==> src/ltc_pkg.sv <==
// ----------------------------------------------------------------------------
// ltc_pkg
// Shared types and constants for the luminance tone compressor.
// ----------------------------------------------------------------------------
package ltc_pkg;

    // Rec.709 luminance weights in Q0.16. The three weights sum to one.
    localparam int WEIGHT_SHIFT = 16;
    localparam logic signed [17:0] LUMA_WEIGHT [3] = '{18'sd13933, 18'sd46871, 18'sd4732};

    localparam int STRENGTH_BITS = 17;

    // Channel order within every three-lane bundle.
    localparam int CH_RED   = 0;
    localparam int CH_GREEN = 1;
    localparam int CH_BLUE  = 2;

    typedef struct packed {
        logic       valid;
        logic [2:0] neg;
    } ltc_ctrl_t;

    // Width of the divisor 2^F + t, where t needs one bit more than a sample.
    function automatic int div_bits(input int sample_bits, input int fraction_bits);
        int widest;
        widest = (fraction_bits > sample_bits + 1) ? fraction_bits : sample_bits + 1;
        return widest + 1;
    endfunction

endpackage

==> src/ltc_front.sv <==
// ----------------------------------------------------------------------------
// ltc_front
// Five register stages: luminance products, luminance sum, strength product,
// divisor, and the rounded dividend that seeds the divider.
// ----------------------------------------------------------------------------
module ltc_front #(
    parameter int SAMPLE_BITS   = 24,
    parameter int FRACTION_BITS = 16
) (
    input  logic                                   clk,
    input  logic                                   rst_n,
    input  logic                                   en,
    input  logic                                   in_valid,
    input  logic signed [SAMPLE_BITS-1:0]          red_in,
    input  logic signed [SAMPLE_BITS-1:0]          green_in,
    input  logic signed [SAMPLE_BITS-1:0]          blue_in,
    input  logic [ltc_pkg::STRENGTH_BITS-1:0]      strength,
    output ltc_pkg::ltc_ctrl_t                     ctrl_out,
    output logic [ltc_pkg::div_bits(SAMPLE_BITS, FRACTION_BITS)-1:0] divisor_out,
    output logic [2:0][ltc_pkg::div_bits(SAMPLE_BITS, FRACTION_BITS)-1:0] rem_out,
    output logic [2:0][SAMPLE_BITS-1:0]            low_out
);
    import ltc_pkg::*;

    localparam int SW   = SAMPLE_BITS;
    localparam int FW   = FRACTION_BITS;
    localparam int SUMW = SW + 17;
    localparam int PW   = SW + STRENGTH_BITS;
    localparam int TW   = SW + 1;
    localparam int DW   = div_bits(SAMPLE_BITS, FRACTION_BITS);
    localparam int NW   = SW + FW + 1;
    localparam logic signed [SUMW-1:0] SUM_HALF = SUMW'(1) <<< (WEIGHT_SHIFT - 1);
    localparam logic [PW-1:0] PROD_HALF = PW'(1) << (WEIGHT_SHIFT - 1);

    logic signed [SW-1:0] chan [3];

    assign chan[CH_RED]   = red_in;
    assign chan[CH_GREEN] = green_in;
    assign chan[CH_BLUE]  = blue_in;

    // Stage registers
    ltc_ctrl_t              ctrl1_reg, ctrl2_reg, ctrl3_reg, ctrl4_reg, ctrl5_reg;
    ltc_ctrl_t              ctrl1_next;
    logic signed [SUMW-1:0] wprod1_reg [3];
    logic signed [SUMW-1:0] wprod1_next [3];
    logic [SW-1:0]          mag1_reg [3], mag2_reg [3], mag3_reg [3], mag4_reg [3];
    logic [SW-1:0]          mag1_next [3];
    logic [SW-1:0]          lum2_reg, lum2_next;
    logic [PW-1:0]          sprod3_reg, sprod3_next;
    logic [DW-1:0]          div4_reg, div4_next, div5_reg;
    logic [2:0][DW-1:0]     rem5_reg, rem5_next;
    logic [2:0][SW-1:0]     low5_reg, low5_next;

    logic signed [SUMW-1:0] lum_sum;
    logic signed [SUMW-1:0] lum_sum_rnd;
    logic [PW-1:0]          sprod_rnd;
    logic [TW-1:0]          t_val;
    logic [NW-1:0]          dividend [3];

    always_comb
    begin
        ctrl1_next.valid = in_valid;
        for (int c = 0; c < 3; c++)
        begin
            wprod1_next[c]   = chan[c] * LUMA_WEIGHT[c];
            ctrl1_next.neg[c] = chan[c][SW-1];
            mag1_next[c]     = chan[c][SW-1] ? (SW'(0) - SW'(chan[c])) : SW'(chan[c]);
        end
    end

    // A luminance that rounds to zero or below forces the strength product
    // to zero, so the divisor becomes 2^F (one) and the pixel passes unchanged.
    always_comb
    begin
        lum_sum     = wprod1_reg[CH_RED] + wprod1_reg[CH_GREEN] + wprod1_reg[CH_BLUE];
        lum_sum_rnd = lum_sum + SUM_HALF;
        lum2_next   = (lum_sum >= SUM_HALF) ? lum_sum_rnd[WEIGHT_SHIFT +: SW] : '0;
    end

    assign sprod3_next = PW'(strength) * PW'(lum2_reg);

    always_comb
    begin
        sprod_rnd = sprod3_reg + PROD_HALF;
        t_val     = sprod_rnd[WEIGHT_SHIFT +: TW];
        div4_next = (DW'(1) << FW) + DW'(t_val);
    end

    always_comb
    begin
        for (int c = 0; c < 3; c++)
        begin
            dividend[c]  = {1'b0, mag4_reg[c], FW'(0)} + NW'(div4_reg >> 1);
            rem5_next[c] = DW'(dividend[c][NW-1:SW]);
            low5_next[c] = dividend[c][SW-1:0];
        end
    end

    always_ff @(posedge clk or negedge rst_n)
    begin
        if (!rst_n)
        begin
            ctrl1_reg <= '0;
            ctrl2_reg <= '0;
            ctrl3_reg <= '0;
            ctrl4_reg <= '0;
            ctrl5_reg <= '0;
        end
        else if (en)
        begin
            ctrl1_reg <= ctrl1_next;
            ctrl2_reg <= ctrl1_reg;
            ctrl3_reg <= ctrl2_reg;
            ctrl4_reg <= ctrl3_reg;
            ctrl5_reg <= ctrl4_reg;
        end
    end

    always_ff @(posedge clk)
    begin
        if (en)
        begin
            for (int c = 0; c < 3; c++)
            begin
                wprod1_reg[c] <= wprod1_next[c];
                mag1_reg[c]   <= mag1_next[c];
                mag2_reg[c]   <= mag1_reg[c];
                mag3_reg[c]   <= mag2_reg[c];
                mag4_reg[c]   <= mag3_reg[c];
            end
            lum2_reg   <= lum2_next;
            sprod3_reg <= sprod3_next;
            div4_reg   <= div4_next;
            div5_reg   <= div4_reg;
            rem5_reg   <= rem5_next;
            low5_reg   <= low5_next;
        end
    end

    assign ctrl_out    = ctrl5_reg;
    assign divisor_out = div5_reg;
    assign rem_out     = rem5_reg;
    assign low_out     = low5_reg;

endmodule

==> config.mk <==
export PLATFORM = sky130hd
export DESIGN_NAME = ltc_front
export DESIGN_NICKNAME = d
export VERILOG_FILES = /design/src/ltc_pkg.sv /design/src/ltc_front.sv
export SDC_FILE = /design/constraint.sdc
export NUM_CORES = 2
export LEC_CHECK = 0
export BUFFER_PORTS_ARGS = -buffer_cell sky130_fd_sc_hd__buf_2
export CORE_MARGIN = 2
export CORE_UTILIZATION = 40
export CTS_CLUSTER_SIZE = 14
export DETAILED_ROUTE_END_ITERATION = 7
export SLEW_MARGIN = 0
export SYNTH_ARGS = -nofsm -noshare
export SYNTH_HDL_FRONTEND = slang
export SYNTH_SLANG_ARGS = --single-unit
==> constraint.sdc <==
create_clock -name clk -period 8.4 [get_ports clk]
set_clock_uncertainty 0.2 [all_clocks]
set_input_delay 1.26 -clock clk [delete_from_list [all_inputs] [get_ports clk]]
set_output_delay 1.26 -clock clk [all_outputs]
set_load 0.1 [all_outputs]
==> results.sh <==
export IMPL_dpl_hpwl_um=110000
export IMPL_finalCriticalPeriod_ps=7360
export IMPL_die_area_um2=155000
export IMPL_fp_dieH_um=394
export IMPL_r2r_start="lum2_reg[5]"
export IMPL_synth_area_leaders="edfxtp_1, fa_1, ha_1"
export IMPL_root_buffer="clkbuf_16"
export IMPL_drtAntennaViolNets=0
export IMPL_io_buffers=245
export IMPL_synthesis_area_um2=60800
export IMPL_wirelength_um=137000
export IMPL_dr_max_layer_used="met5"
export IMPL_reg2regPathDepth=24
export IMPL_worst_setup_path_end_kind="flop"
export IMPL_holdPathEnd="mag4_reg[0][35]"
export IMPL_rows=143
export IMPL_drt_wirelength_per_cell_um=17.5
export IMPL_synth_edff_count=578
export IMPL_synth_top_flop_cell="edfxtp_1"
export IMPL_gp_congestion=0.876
export IMPL_drtIter0Drc=2006
export IMPL_final_setup_tns_ps=0
export IMPL_cts_hold_buf=0
export IMPL_drv_cap=0
export IMPL_cts_resized=0
export IMPL_grt_pass1_vias=40000
export IMPL_avgSynthCellArea_um2=11.0
export IMPL_cp_cell_sequence="buf_2 -> inv_1 -> ha_1 -> fa_1 -> fa_1 -> inv_1 -> fa_1 -> inv_1 -> fa_1 -> inv_1 -> fa_1 -> inv_1 -> ha_1 -> nand3_1 -> nor2_1 -> and4_1 -> a32o_1 -> o41ai_2 -> o21ai_0 -> o221a_2 -> a221oi_1 -> o21ai_0 -> xor2_1"
export IMPL_netlist_area_leader_share_pct=28.5
export IMPL_fin_nets=7316
export IMPL_track_usage_pct=18.1
export IMPL_timing_critical_path_required_ps=8610
export IMPL_finalInstanceArea_um2=66600
export IMPL_initial_core_util_pct=40.1
export IMPL_die_width_um=394
export IMPL_dr_pass1_iters=7
export IMPL_largest_reg_flops=113
export IMPL_crit_slowest_cell="fa_1"
export IMPL_worst_r2r_setup_slack_ps=1160
export IMPL_rsz0062_at_grt="false"
export IMPL_path_buf_inv=6
export IMPL_crit_family="adder cells"
export IMPL_core_area_um2=152000
export IMPL_synth_cells=5509
export IMPL_yosys_warnings=0
export IMPL_synth_cell_types=98
export IMPL_drv_slew=0
export IMPL_clk_pin_slew_ps=70
export IMPL_status="finished, final reports clean"
export IMPL_yosysMostFrequentCell="inv_1"
export IMPL_worst_setup_path_type="input port to flop"
export IMPL_placed_cell_area_um2=64000
export IMPL_antenna_found_initial=9
export IMPL_hold_viol=0
export IMPL_ioPinCount=273
export IMPL_wl_met2_um=69100
export IMPL_hold_class="flop to flop"
export IMPL_r2r_end="sprod3_reg[40]"
export IMPL_avgViaCountPerCell=4.87
export IMPL_numCtsBuffers=74
export IMPL_synth_seq_area_share_pct=29.4
export IMPL_grt_max_degree=157
export IMPL_critPathArrivalTime_ps=7570
export IMPL_dr_wl_met3_um=5490
export IMPL_grt_pass1_wl_um=220000
export IMPL_worst_pin_slew_ps=1060
export IMPL_clockBufferDepth=3
export IMPL_hp_start="mag3_reg[0][35]"
export IMPL_async_reset_ff_share_pct=3.34
export IMPL_fmax_mhz=136
export IMPL_postCtsSetupBuffers=0
export IMPL_ys_seq_elements=598
export IMPL_dp_slack_ps=319
export IMPL_yosysTopAreaCell="edfxtp_1"
export IMPL_met1Wirelength_um=58400
export IMPL_relSlewSlack_pct=28.7
export IMPL_fin_crit_sh_pct=87.6
export IMPL_clkSinkCount=598
export IMPL_tritoncts="built"
export IMPL_ys_top_cells_by_count="inv_1, fa_1, ha_1"
export IMPL_max_stage_delay_ps=550
export IMPL_clkLatencyLatePin_ps=680
export IMPL_fin_cells=7804
export IMPL_layout_drive_gt1_share_pct=8.30
export IMPL_setup_violations=0
export IMPL_drc=0
export IMPL_globalRouteOverflowTotal=0
export IMPL_htree_levels=3
export IMPL_startpoint_type="input port"
export IMPL_dp_cells=7670
export IMPL_syn_to_final_growth_pct=9.42
export IMPL_hold_depth=0
export IMPL_cp_max_fo=6
export IMPL_routed_via_count=38000
export IMPL_setup_slack_ps=1040
-- worst register-to-register path, cell delays in order (launching register included) --
cell	delay, ps
edfxtp_1	750
and2_1	340
fa_1	480
inv_1	60
fa_1	530
inv_1	40
ha_1	180
fa_1	480
inv_1	60
fa_1	550
inv_1	60
fa_1	440
ha_1	310
a21o_1	190
a2111oi_0	410
o211a_1	240
o21a_1	170
a211oi_1	60
buf_4	170
a211o_1	330
a21oi_1	140
buf_4	160
o211ai_1	180
a2111oi_0	400
nor3b_1	90
-- area by class of cell --
class / instances / area, µm²
diodes: 1 / 2.50
clock buffers: 87 / 1920
clock inverters: 46 / 599
fillers: 14200 / 85000
inverters: 1231 / 4620
multi-input cells: 3530 / 37500
flip-flops and latches: 598 / 17900
well taps: 2030 / 2540
repair buffers: 281 / 1540
-- cells in the final DEF, fill, tap and decap left out, types with 27 or more instances in the layout --
cell,synthesis,routed
o21ai_0,102,102
clkbuf_16,0,75
buf_4,75,33
nor2b_1,29,29
and2_1,170,170
nor3_1,54,54
nand2_1,431,431
edfxtp_1,578,578
inv_1,1231,1231
conb_1,1,27
ha_1,684,684
nor2_1,146,146
xor2_1,89,89
a21oi_1,162,162
buf_2,13,244
and3_1,48,48
a21o_1,64,64
nand4_1,43,43
fa_1,823,823
xnor2_1,242,241
nand3_1,50,50
-- logic make-up after synthesis --
group                      after synthesis  synth area share, %
other                                    1              0.00616
and+or+nand+nor                       1088                 8.96
buffers and inverters                 1407                 9.21
muxes                                   27                0.485
AOI/OAI and AO/OA                      545                 5.95
DFF                                    598                 29.4
xor gates and xnor gates               334                 4.85
adders and majority gates             1509                 41.2
-- worst max path at each step --
stage	endpoint	startpoint	slack, ps	cells after the start
after detailed placement	sprod3_reg[40]	strength[2]	320	25
after floorplan	sprod3_reg[39]	strength[2]	1020	24
after global routing	sprod3_reg[40]	strength[2]	640	25
after global placement	wprod1_reg[0][37]	red_in[10]	430	23
after CTS	sprod3_reg[40]	strength[2]	1070	25
final	wprod1_reg[0][37]	red_in[10]	1040	23
-- per-layer routing --
metal	track usage, %	up-vias
li1	-	18000
met1	23.3	19100
met2	31.7	699
met3	2.48	166
met4	5.33	6
met5	0	-
-- through the flow --
step | hold WS, ps | utilization (%)
2_1_floorplan | 200 | -
3_3_place_gp | 200 | 42.3
3_5_place_dp | 205 | 42.3
4_1_cts | 181 | 43.9
5_1_grt | 199 | 43.9
6_report | 192 | 43.9
Power is left out: the tool's default activity adds up to more than one toggle a clock period on the data nets, which glitch-free logic cannot reach.
