**src/ltc_pkg.sv**
```systemverilog
// ----------------------------------------------------------------------------
// ltc_pkg
// Shared types and constants for the luminance tone compressor.
// ----------------------------------------------------------------------------
package ltc_pkg;

    // Rec.709 luminance weights in Q0.16. The three weights sum to one.
    localparam int WEIGHT_SHIFT = 16;
    localparam logic signed [17:0] LUMA_WEIGHT [3] = '{18'sd13933, 18'sd46871, 18'sd4732};

    localparam int STRENGTH_BITS = 17;

    // Channel order within every three-lane bundle.
    localparam int CH_RED   = 0;
    localparam int CH_GREEN = 1;
    localparam int CH_BLUE  = 2;

    typedef struct packed {
        logic       valid;
        logic [2:0] neg;
    } ltc_ctrl_t;

    // Width of the divisor 2^F + t, where t needs one bit more than a sample.
    function automatic int div_bits(input int sample_bits, input int fraction_bits);
        int widest;
        widest = (fraction_bits > sample_bits + 1) ? fraction_bits : sample_bits + 1;
        return widest + 1;
    endfunction

endpackage

```
**src/ltc_div_stage.sv**
```systemverilog
// ----------------------------------------------------------------------------
// ltc_div_stage
// One restoring division step for all three channels, producing one quotient
// bit per channel and registering the partial remainders.
// ----------------------------------------------------------------------------
module ltc_div_stage #(
    parameter int SAMPLE_BITS   = 24,
    parameter int FRACTION_BITS = 16
) (
    input  logic                                   clk,
    input  logic                                   rst_n,
    input  logic                                   en,
    input  ltc_pkg::ltc_ctrl_t                     ctrl_in,
    input  logic [ltc_pkg::div_bits(SAMPLE_BITS, FRACTION_BITS)-1:0] divisor_in,
    input  logic [2:0][ltc_pkg::div_bits(SAMPLE_BITS, FRACTION_BITS)-1:0] rem_in,
    input  logic [2:0][SAMPLE_BITS-1:0]            low_in,
    output ltc_pkg::ltc_ctrl_t                     ctrl_out,
    output logic [ltc_pkg::div_bits(SAMPLE_BITS, FRACTION_BITS)-1:0] divisor_out,
    output logic [2:0][ltc_pkg::div_bits(SAMPLE_BITS, FRACTION_BITS)-1:0] rem_out,
    output logic [2:0][SAMPLE_BITS-1:0]            low_out
);
    import ltc_pkg::*;

    localparam int SW = SAMPLE_BITS;
    localparam int DW = div_bits(SAMPLE_BITS, FRACTION_BITS);

    ltc_ctrl_t          ctrl_reg;
    logic [DW-1:0]      div_reg;
    logic [2:0][DW-1:0] rem_reg, rem_next;
    logic [2:0][SW-1:0] low_reg, low_next;
    logic [DW:0]        trial [3];
    logic [DW:0]        diff [3];
    logic               fits [3];

    // The low word shifts dividend bits out at the top and quotient bits in
    // at the bottom; after the last step it holds the quotient.
    always_comb
    begin
        for (int c = 0; c < 3; c++)
        begin
            trial[c]    = {rem_in[c], low_in[c][SW-1]};
            diff[c]     = trial[c] - {1'b0, divisor_in};
            fits[c]     = (trial[c] >= {1'b0, divisor_in});
            rem_next[c] = fits[c] ? diff[c][DW-1:0] : trial[c][DW-1:0];
            low_next[c] = {low_in[c][SW-2:0], fits[c]};
        end
    end

    always_ff @(posedge clk or negedge rst_n)
    begin
        if (!rst_n)
        begin
            ctrl_reg <= '0;
        end
        else if (en)
        begin
            ctrl_reg <= ctrl_in;
        end
    end

    always_ff @(posedge clk)
    begin
        if (en)
        begin
            div_reg <= divisor_in;
            rem_reg <= rem_next;
            low_reg <= low_next;
        end
    end

    assign ctrl_out    = ctrl_reg;
    assign divisor_out = div_reg;
    assign rem_out     = rem_reg;
    assign low_out     = low_reg;

endmodule

```
**config.mk**
```make
export PLATFORM = sky130hd
export DESIGN_NAME = ltc_div_stage
export DESIGN_NICKNAME = d
export VERILOG_FILES = /design/src/ltc_pkg.sv /design/src/ltc_div_stage.sv
export SDC_FILE = /design/constraint.sdc
export NUM_CORES = 1
export LEC_CHECK = 0
export BUFFER_PORTS_ARGS = -buffer_cell sky130_fd_sc_hd__buf_2
export CAP_MARGIN = 30
export CORE_UTILIZATION = 55
export DETAILED_ROUTE_END_ITERATION = 8
export HOLD_SLACK_MARGIN = 0.06
export PLACE_DENSITY = 0.89
export SYNTH_ARGS = -nofsm -noshare
export SYNTH_HDL_FRONTEND = slang
export SYNTH_SLANG_ARGS = --single-unit
```
**constraint.sdc**
```tcl
create_clock -name clk -period 1.5 [get_ports clk]
set_clock_uncertainty 0.2 [all_clocks]
set_input_delay 0.45 -clock clk [delete_from_list [all_inputs] [get_ports clk]]
set_output_delay 0.45 -clock clk [all_outputs]
set_load 0.01 [all_outputs]
```
==> reports/results.tsv, run 1 <==
stage	metric	value	unit
placed_design	cell count after placement	1696	
floorplanning	Starting Density	0.5613	
global_route	largest net degree at the start of global routing	54	
floorplanning	# IOs	363	
logic_synthesis	Yosys cell types	63	
logic_synthesis	Syn Inst Count	847	
clocking	CTS root buffer	clkbuf_16	
floorplanning	Die H	140.2	um
logic_synthesis	register area share after synthesis	0.5129	
logic_synthesis	Post-synth EDFFs	176	
outcome	Exit stage	5_1_grt	
outcome	first error	[ERROR GRT-0232] Routing congestion too high. Check the congestion heatmap in the GUI.	
clocking	clk sinks	180	
placed_design	pre-CTS setup slack	-2.167	ns
sta	worst setup endpoint GRT	rem_out[74]$_DFFE_PP_/D	
global_route	GR Util All Layers	0.8527	
logic_synthesis	syn_nets	1111	
clocking	deepest clock path buffer count	2	
sta	Worst EP Category	register data pin	
floorplanning	num rows	50	
clocking	cts bufs inserted	17	
floorplanning	Die Width	140.2	um
logic_synthesis	Mapped Avg Cell Area	12.40	um^2
placed_design	PortBufs	362	
placed_design	global placer's final weighted congestion	0.9223	
global_route	total gr overflow	290	
outcome	status	aborted with a tool error	
placed_design	hpwl dp	27.93	mm
clocking	H-tree levels	4	
logic_synthesis	Synth Flop Type	edfxtp_1	
logic_synthesis	Yosys reg bits	180	
logic_synthesis	YS warnings	0	
logic_synthesis	asr flop ratio synth	0.02222	
logic_synthesis	Synth Cell Area	0.01050	mm^2
[synthesized netlist by cell type (6+ instances only)]
master | number | area share
a21o_1 | 37 | 0.026
a21oi_1 | 66 | 0.031
a31oi_1 | 6 | 0.0036
and3_1 | 7 | 0.0042
clkbuf_1 | 14 | 0.0050
edfxtp_1 | 176 | 0.50
ha_1 | 78 | 0.093
inv_1 | 56 | 0.020
mux2_2 | 59 | 0.063
mux2_4 | 17 | 0.024
mux2i_1 | 7 | 0.0067
nand2_1 | 52 | 0.019
nand3_1 | 19 | 0.0091
nand4_1 | 11 | 0.0066
nor2_1 | 31 | 0.011
nor3_1 | 7 | 0.0033
o21a_1 | 6 | 0.0043
o21ai_0 | 23 | 0.011
o21bai_1 | 11 | 0.0079
xnor2_1 | 47 | 0.039
xor2_1 | 23 | 0.019
[metrics by stage]
| step | area [um^2] | TNS [ns] | hold WS (ns) |
|---|---|---|---|
| after floorplan | 10640 | -141.97 | -0.04559 |
| after global placement | 14770 | -158.76 | 0.05680 |
| after detailed placement | 14770 | -167.15 | 0.06207 |
| after CTS | 17180 | -142.99 | 0.1009 |
[layer usage]
metal / track usage / overflow
met1: 0.8164 / 2
met3: 0.7179 / 6
met4: 0.9398 / 102
met5: 0.3083 / 2
met2: 1.016 / 178
[kinds of logic after synthesis]
logic type                 count (synthesis)  synth area share
adders and majority gates                 81           0.09867
muxes                                     83           0.09426
DFF                                      180            0.5129
buffers and inverters                     77           0.03241
and+or+nand+nor                          149           0.06637
xor gates and xnor gates                  70           0.05839
AOI/OAI and AO/OA                        207            0.1370
[repair_timing]
| item | CTS |
|---|---|
| hold endpoints to repair | 100 |
| hold buffers | 97 |
| resized for setup | 111 |
| buffers inserted | 33 |
| pin swaps | 35 |
| endpoints found under the setup margin | 261 |
| cloned | 4 |
==> run 2, diff against run 1 <==
Settings changed: CORE_UTILIZATION 55 to 40, HOLD_SLACK_MARGIN 0.06 to default, PLACE_DENSITY 0.89 to default, PLACE_DENSITY_LB_ADDON from default to 0.15.
==> run 2 against run 1 <==
The flow now finishes, with violations (negative hold slack, negative setup slack). Synthesized cell count did not move. Area after synthesis did not move.
==> reports/results.tsv, run 2 <==
stage	metric	value	unit
setup_path	max incr delay on CP	0.32	ns
outcome	status	finished with violations	
power	peak supply drop	0.6107	mV
routing	via count	9624	
routing	wirelength, routed	35.52	mm
sta	setup ws final	-1.599	ns
global_route	met1 Use GR	0.3164	
layout	commonest non-fill, non-tap cell in the layout	buf_2	
setup_path	Cell Chain, Critical Path	buf_8 > clkinvlp_4 > buf_4 > ha_4 > nand2_2 > o21ai_2 > a22o_4 > o311ai_4 > o21a_1 > o21ai_2 > a311o_1 > a31oi_4 > buf_6 > bufbuf_16 > mux2_4	
floorplanning	Die Width	164.0	um
logic_synthesis	register area share after synthesis	0.5129	
logic_synthesis	synth top area cells	edfxtp_1 50%, ha_1 9.3%, mux2_2 6.3%, xnor2_1 3.9%, a21oi_1 3.1%	
outcome	failing checks	negative hold slack, negative setup slack	
setup_path	Buf/Inv on CP	5	
power	Pwr Density	960.0	mW/mm^2
logic_synthesis	asr flop ratio synth	0.02222	
floorplanning	# IOs	363	
routing	drt wl/cell	18.19	um
clocking	cts bufs inserted	17	
logic_synthesis	Syn Inst Count	847	
setup_path	crit-path max FO	5	
floorplanning	core area	0.02547	mm^2
logic_synthesis	Mapped Avg Cell Area	12.40	um^2
global_route	met3 usage in global routing	0.04823	
placed_design	hpwl dp	26.27	mm
flow_run	Max-Cap Viols	0	
sta	setup violators final	261	
setup_path	CP arrival	3.10	ns
setup_path	CP Data Required Time	1.50	ns
setup_path	most used cell, CP	o21ai_2	
setup_path	Crit path max-delay family	compound AO/OA/AOI/OAI gates	
floorplanning	die area	0.02690	mm^2
setup_path	Critical Path Source Type	input pin	
logic_synthesis	Yosys cell types	63	
placed_design	global placer's final weighted congestion	0.8496	
logic_synthesis	Synth Flop Type	edfxtp_1	
global_route	initial antenna violation count	4	
layout	Final nets	1869	
layout	most frequent cells in the layout	354 x buf_2, 280 x buf_4, 176 x edfxtp_1	
sta	RSZ-0062 raised after global routing	yes	
global_route	largest net degree at the start of global routing	43	
sta	post-layout min period	3.099	ns
layout	final core area utilization	0.6844	
logic_synthesis	syn_nets	1111	
sta	Slew Limit Fails	0	
setup_path	kind of critical path	in2reg	
logic_synthesis	top-count cell post-synth	edfxtp_1	
sta	slew at the pin closest to its max-slew limit	0.4375	ns
power	Leakage	0.008105	uW
clocking	deepest clock path buffer count	2	
sta	Tcrit/Tclk final	2.066	
routing	DRT Pass-1 Iters	4	
global_route	first-pass GRT wire length	52.60	mm
setup_path	Crit. End Element	flip-flop	
global_route	gr busiest metal	met2	
routing	initial detailed-routing violation count	486	
floorplanning	num rows	58	
clocking	CTS root buffer	clkbuf_16	
clocking	CTS tree	done	
placed_design	PortBufs	362	
global_route	grt met2 use	0.4680	
floorplanning	Starting Density	0.4122	
hold_path	worst hold path type	in2reg	
logic_synthesis	Synth top cells by count	176 x edfxtp_1, 78 x ha_1, 66 x a21oi_1	
global_route	vias in the first global route	9717	
clocking	worst-skew pair later-pin latency	0.43	ns
global_route	GR Util All Layers	0.2622	
logic_synthesis	Yosys reg bits	180	
sta	worst hold slack	-0.01011	ns
layout	Layout Area Growth over Synthesis	66.03	%
global_route	total gr overflow	0	
clocking	clock slew at reported path FFs	0.08	ns
layout	layout cell share with drive strength beyond 1	0.5396	
logic_synthesis	YS warnings	0	
layout	Largest register FFs	78	
sta	Slew headroom	0.7053	
sta	f_max	322.7	MHz
logic_synthesis	Post-synth EDFFs	176	
clocking	H-tree levels	4	
routing	drt drc	0	
setup_path	slowest cell on the critical path	a311o_1	
sta	Final Hold Viols	1	
clocking	clk sinks	180	
routing	Post-DRT Antenna Nets	0	
routing	Vias/cell	4.928	
logic_synthesis	leading area contributor after synthesis	edfxtp_1	
floorplanning	Die H	164.0	um
logic_synthesis	Synth Cell Area	0.01050	mm^2
logic_synthesis	area share of the largest cell type after synthesis	0.5033	
## run 2: cell counts after synthesis
Identical to the previous run, type by type.
## run 2: logic make-up (layout without fill, tap and decap cells)
group                      after synthesis  in the layout  share of synthesized area
other                                    0              5                          0
muxes                                   83             83                    0.09426
AOI/OAI and AO/OA                      207            207                     0.1370
adders and majority gates               81             81                    0.09867
and+or+nand+nor                        149            149                    0.06637
DFF                                    180            180                     0.5129
buffers and inverters                   77            848                    0.03241
xor gates and xnor gates                70             70                    0.05839
## run 2: final cells by class
type	instances	area (um^2)
Antenna cell	5	12.51
Clock buffer	18	429.2
Clock inverter	14	156.4
Fill cell	1903	8039
Inverter	56	225.2
Multi-Input combinational cell	590	5421
Sequential cell	180	5385
Tap cell	330	412.9
Timing Repair Buffer	760	5390
## run 2: report_power, final
part	total [uW]	internal (uW)	switching, uW
Clock	4590	2250	2340
Sequential	6400	6240	156
Combinational	5750	3130	2620
## run 2: repair_timing
item,CTS,global route
setup buffers,31,11
pin swaps,33,24
hold endpoints to repair,91,2
setup endpoints to repair,261,261
hold buffers,87,1
cloned,8,0
resized for setup,108,39
## run 2: worst paths after layout
| path | slack, ns | from | depth (start not counted) | to |
|---|---|---|---|---|
| max in group asynchronous | 0.81 | rst_n | 2 | ctrl_out[3] |
| setup / recovery | -1.60 | divisor_in[1] | 15 | rem_out[2] |
| setup reg to reg | 0.56 | ctrl_out[2] | 1 | ctrl_out[2] |
| min in group asynchronous | 0.16 | rst_n | 2 | ctrl_out[0] |
| hold / removal | -0.01 | divisor_in[1] | 1 | divisor_out[1] |
| hold reg to reg | 0.31 | ctrl_out[3] | 1 | ctrl_out[3] |
## run 2: per-layer routing
layer | wire length, um | part of all wire
met2 | 17990 | 0.51
met5 | 8 | 0.00023
met1 | 14820 | 0.42
met4 | 842 | 0.024
met3 | 1863 | 0.052
## run 2: per-stage QoR
stage	worst slack (ns)	cells	power, uW	area (um^2)	setup TNS (ns)
2_1_floorplan	-1.910	847	9001	10640	-141.97
3_3_place_gp	-2.122	1782	11270	14820	-167.04
3_5_place_dp	-2.168	1782	11330	14820	-169.88
4_1_cts	-1.592	1940	16680	17230	-143.16
5_1_grt	-1.689	1949	17480	17420	-154.44
6_report	-1.599	1953	16740	17430	-141.22
Note: power is estimated with default switching activity, not from simulation.
==> run 3, diff against run 2 <==
Settings changed: ABC_AREA from default to 1.
==> run 3 against run 2 <==
The flow finishes with violations (negative setup slack). Non-clock buffer count rose by 5. Cell count grew 44%. Sequential power hardly changed. Fmax grew 35%. Register-to-register slack got worse by 0.03 ns. Sequential cell count unchanged. Critical path depth shrank 1. Worst setup slack better by 0.81 ns. Total power increased by 3.3%. Worst hold slack better by 0.017 ns. Global-route usage increased by 2.1 points. Critical path type unchanged. Largest power group is now combinational cells.
==> reports/results.tsv, run 3 <==
stage	metric	value	unit
outcome	status	finished with violations	
outcome	failing checks	negative setup slack	
power	Pwr Density	836.6	mW/mm^2
layout	layout cell share with drive strength beyond 1	0.4234	
clocking	deepest clock path buffer count	2	
floorplanning	Die H	178.7	um
routing	DRT Pass-1 Iters	5	
power	fraction of power consumed by sequential logic	0.369	
sta	Slew headroom	0.7705	
routing	drt drc	0	
logic_synthesis	register area share after synthesis	0.4311	
clocking	cts bufs inserted	17	
global_route	largest net degree at the start of global routing	42	
routing	initial detailed-routing violation count	810	
setup_path	kind of critical path	in2reg	
layout	commonest non-fill, non-tap cell in the layout	nand2_1	
layout	Ant. Diodes	0	
setup_path	Crit. End Element	flip-flop	
clocking	H-tree levels	4	
floorplanning	# IOs	363	
routing	via count	13410	
power	Sw Share	0.3393	
logic_synthesis	leading area contributor after synthesis	edfxtp_1	
setup_path	CP Launch Point	divisor_in[6]	
routing	Post-DRT Antenna Nets	0	
setup_path	slowest cell on the critical path	ha_4	
power	clock share of power	0.261	
layout	design area	0.02066	mm^2
routing	wirelength, routed	47.60	mm
logic_synthesis	synth top area cells	edfxtp_1 42%, nand2_1 18%, inv_1 10%, ha_1 7.8%, nand3_1 3.4%	
placed_design	Placed Instance Area	0.01724	mm^2
power	Leakage	0.01045	uW
floorplanning	die area	0.03194	mm^2
clocking	CTS tree	done	
routing	Vias/cell	4.757	
layout	Largest register FFs	78	
sta	setup ws final	-0.7916	ns
logic_synthesis	Synth Cell Area	0.01249	mm^2
logic_synthesis	top-count cell post-synth	nand2_1	
placed_design	pre-CTS setup slack	-1.328	ns
routing	drt wl/cell	16.88	um
logic_synthesis	Mapped Avg Cell Area	7.585	um^2
layout	Final nets	2674	
layout	Layout Area Growth over Synthesis	65.37	%
placed_design	global placer's final weighted congestion	0.9529	
global_route	first-pass GRT wire length	67.64	mm
logic_synthesis	Yosys reg bits	180	
logic_synthesis	Synth Flop Type	edfxtp_1	
sta	f_max	436.4	MHz
power	peak supply drop	0.8359	mV
floorplanning	num rows	64	
floorplanning	core area	0.03067	mm^2
sta	slew at the pin closest to its max-slew limit	0.3417	ns
sta	post-layout min period	2.292	ns
clocking	clock slew at reported path FFs	0.07	ns
sta	final setup TNS	-76.75	ns
layout	most frequent cells in the layout	499 x nand2_1, 344 x buf_2, 300 x inv_1	
global_route	GR Util All Layers	0.2830	
logic_synthesis	Yosys cell types	36	
setup_path	crit-path max FO	8	
power	total design power	17280	uW
logic_synthesis	Post-synth EDFFs	176	
setup_path	Buf/Inv on CP	4	
power	switching power	5865	uW
clocking	clk sinks	180	
hold_path	worst hold path type	in2reg	
setup_path	CP arrival	2.28	ns
sta	Tcrit/Tclk final	1.528	
sta	Final Hold Viols	0	
clocking	CTS root buffer	clkbuf_16	
setup_path	CP Data Required Time	1.49	ns
floorplanning	Die Width	178.7	um
setup_path	Crit Reg-Reg Startpoint	ctrl_out[3]	
placed_design	PortBufs	362	
setup_path	most used cell, CP	nand2_2	
setup_path	Crit path max-delay family	simple AND/OR/NAND/NOR gates	
global_route	total gr overflow	0	
power	combinational share of power	0.370	
setup_path	max incr delay on CP	0.34	ns
flow_run	Max-Cap Viols	0	
logic_synthesis	YS warnings	0	
global_route	initial antenna violation count	1	
sta	setup violators final	261	
logic_synthesis	syn_nets	1911	
floorplanning	Starting Density	0.4073	
setup_path	Critical Path Source Type	input pin	
hold_path	hold_sp	low_in[7]	
logic_synthesis	asr flop ratio synth	0.02222	
sta	RSZ-0062 raised after global routing	yes	
clocking	worst-skew pair later-pin latency	0.45	ns
logic_synthesis	Syn Inst Count	1647	
logic_synthesis	area share of the largest cell type after synthesis	0.4231	
logic_synthesis	Synth top cells by count	603 x nand2_1, 334 x inv_1, 176 x edfxtp_1	
sta	Slew Limit Fails	0	
power	Internal Power	11420	uW
sta	worst hold slack	0.007316	ns
setup_path	Cell Chain, Critical Path	buf_6 > clkinvlp_4 > ha_4 > nand2_2 > nand2_2 > inv_1 > nand2_2 > nand2_2 > nand3_4 > nand2_4 > nand3_4 > clkbuf_16 > nand2_2 > o21ai_1	
placed_design	hpwl dp	36.24	mm
global_route	vias in the first global route	12820	
run 3: cell count changes in the layout (fill, tap and decap cells not counted), sizes merged, moves of 37 or more:
cell / delta
mux2: -72
nand3: +73
nor2: +73
nand4: +45
inv: +265
xnor2: -45
a21o: -37
nand2: +555
run 3: cells by family (layout without fill, tap and decap cells):
group | count (synthesis) | count (layout) | synth area share
buf+inv | 358 | 1134 | 0.1126
fa+ha+maj | 81 | 81 | 0.08293
compound gates | 90 | 90 | 0.03836
mux | 4 | 4 | 0.003606
xor+xnor | 39 | 39 | 0.02734
flops | 180 | 180 | 0.4311
simple gates | 895 | 895 | 0.3041
run 3: layout make-up:
class / count / area [um^2]
Timing Repair Buffer: 765 / 5598
Sequential cell: 180 / 5385
Clock buffer: 17 / 425.4
Fill cell: 2537 / 10010
Multi-Input combinational cell: 1109 / 7264
Tap cell: 396 / 495.5
Clock inverter: 15 / 157.7
Inverter: 337 / 1333
run 3: per-layer routing:
| metal | global-route usage | vias up | part of all wire |
|---|---|---|---|
| li1 | - | 6766 | - |
| met1 | 0.3407 | 6175 | 0.42 |
| met2 | 0.5079 | 388 | 0.50 |
| met3 | 0.04156 | 79 | 0.047 |
| met4 | 0.1042 | 2 | 0.031 |
| met5 | 0 | - | 0.00027 |
run 3: timing repair:
item	CTS	global route
buffers inserted	16	22
hold endpoints to repair	81	5
resized for setup	109	223
gates cloned	2	7
hold buffers	78	5
pin swaps	15	62
endpoints found under the setup margin	261	261
run 3: worst paths after layout:
path	end	slack, ns	cells after the start
min in group asynchronous	ctrl_out[1]	0.15	2
worst min register to register	ctrl_out[2]	0.31	1
worst max register to register	ctrl_out[3]	0.53	1
worst min-delay path	low_out[8]	0.007	1
max in group asynchronous	ctrl_out[3]	0.83	2
worst max-delay path	rem_out[1]	-0.79	14
run 3: metrics by stage:
stage / utilization / instances
after floorplan: - / 1647
after global placement: 0.5620 / 2657
after detailed placement: 0.5620 / 2657
after CTS: 0.6319 / 2785
after global routing: 0.6736 / 2819
final: 0.6736 / 2819
run 3: power groups by stage:
stage               Sequential (uW)  Clock (uW)  Combinational, uW
floorplan                      6790           0               2310
global placement               6480           0               5180
detailed placement             6480           0               5220
CTS                            6380        4590               5700
global route                   6430        4750               6950
finish                         6380        4510               6400
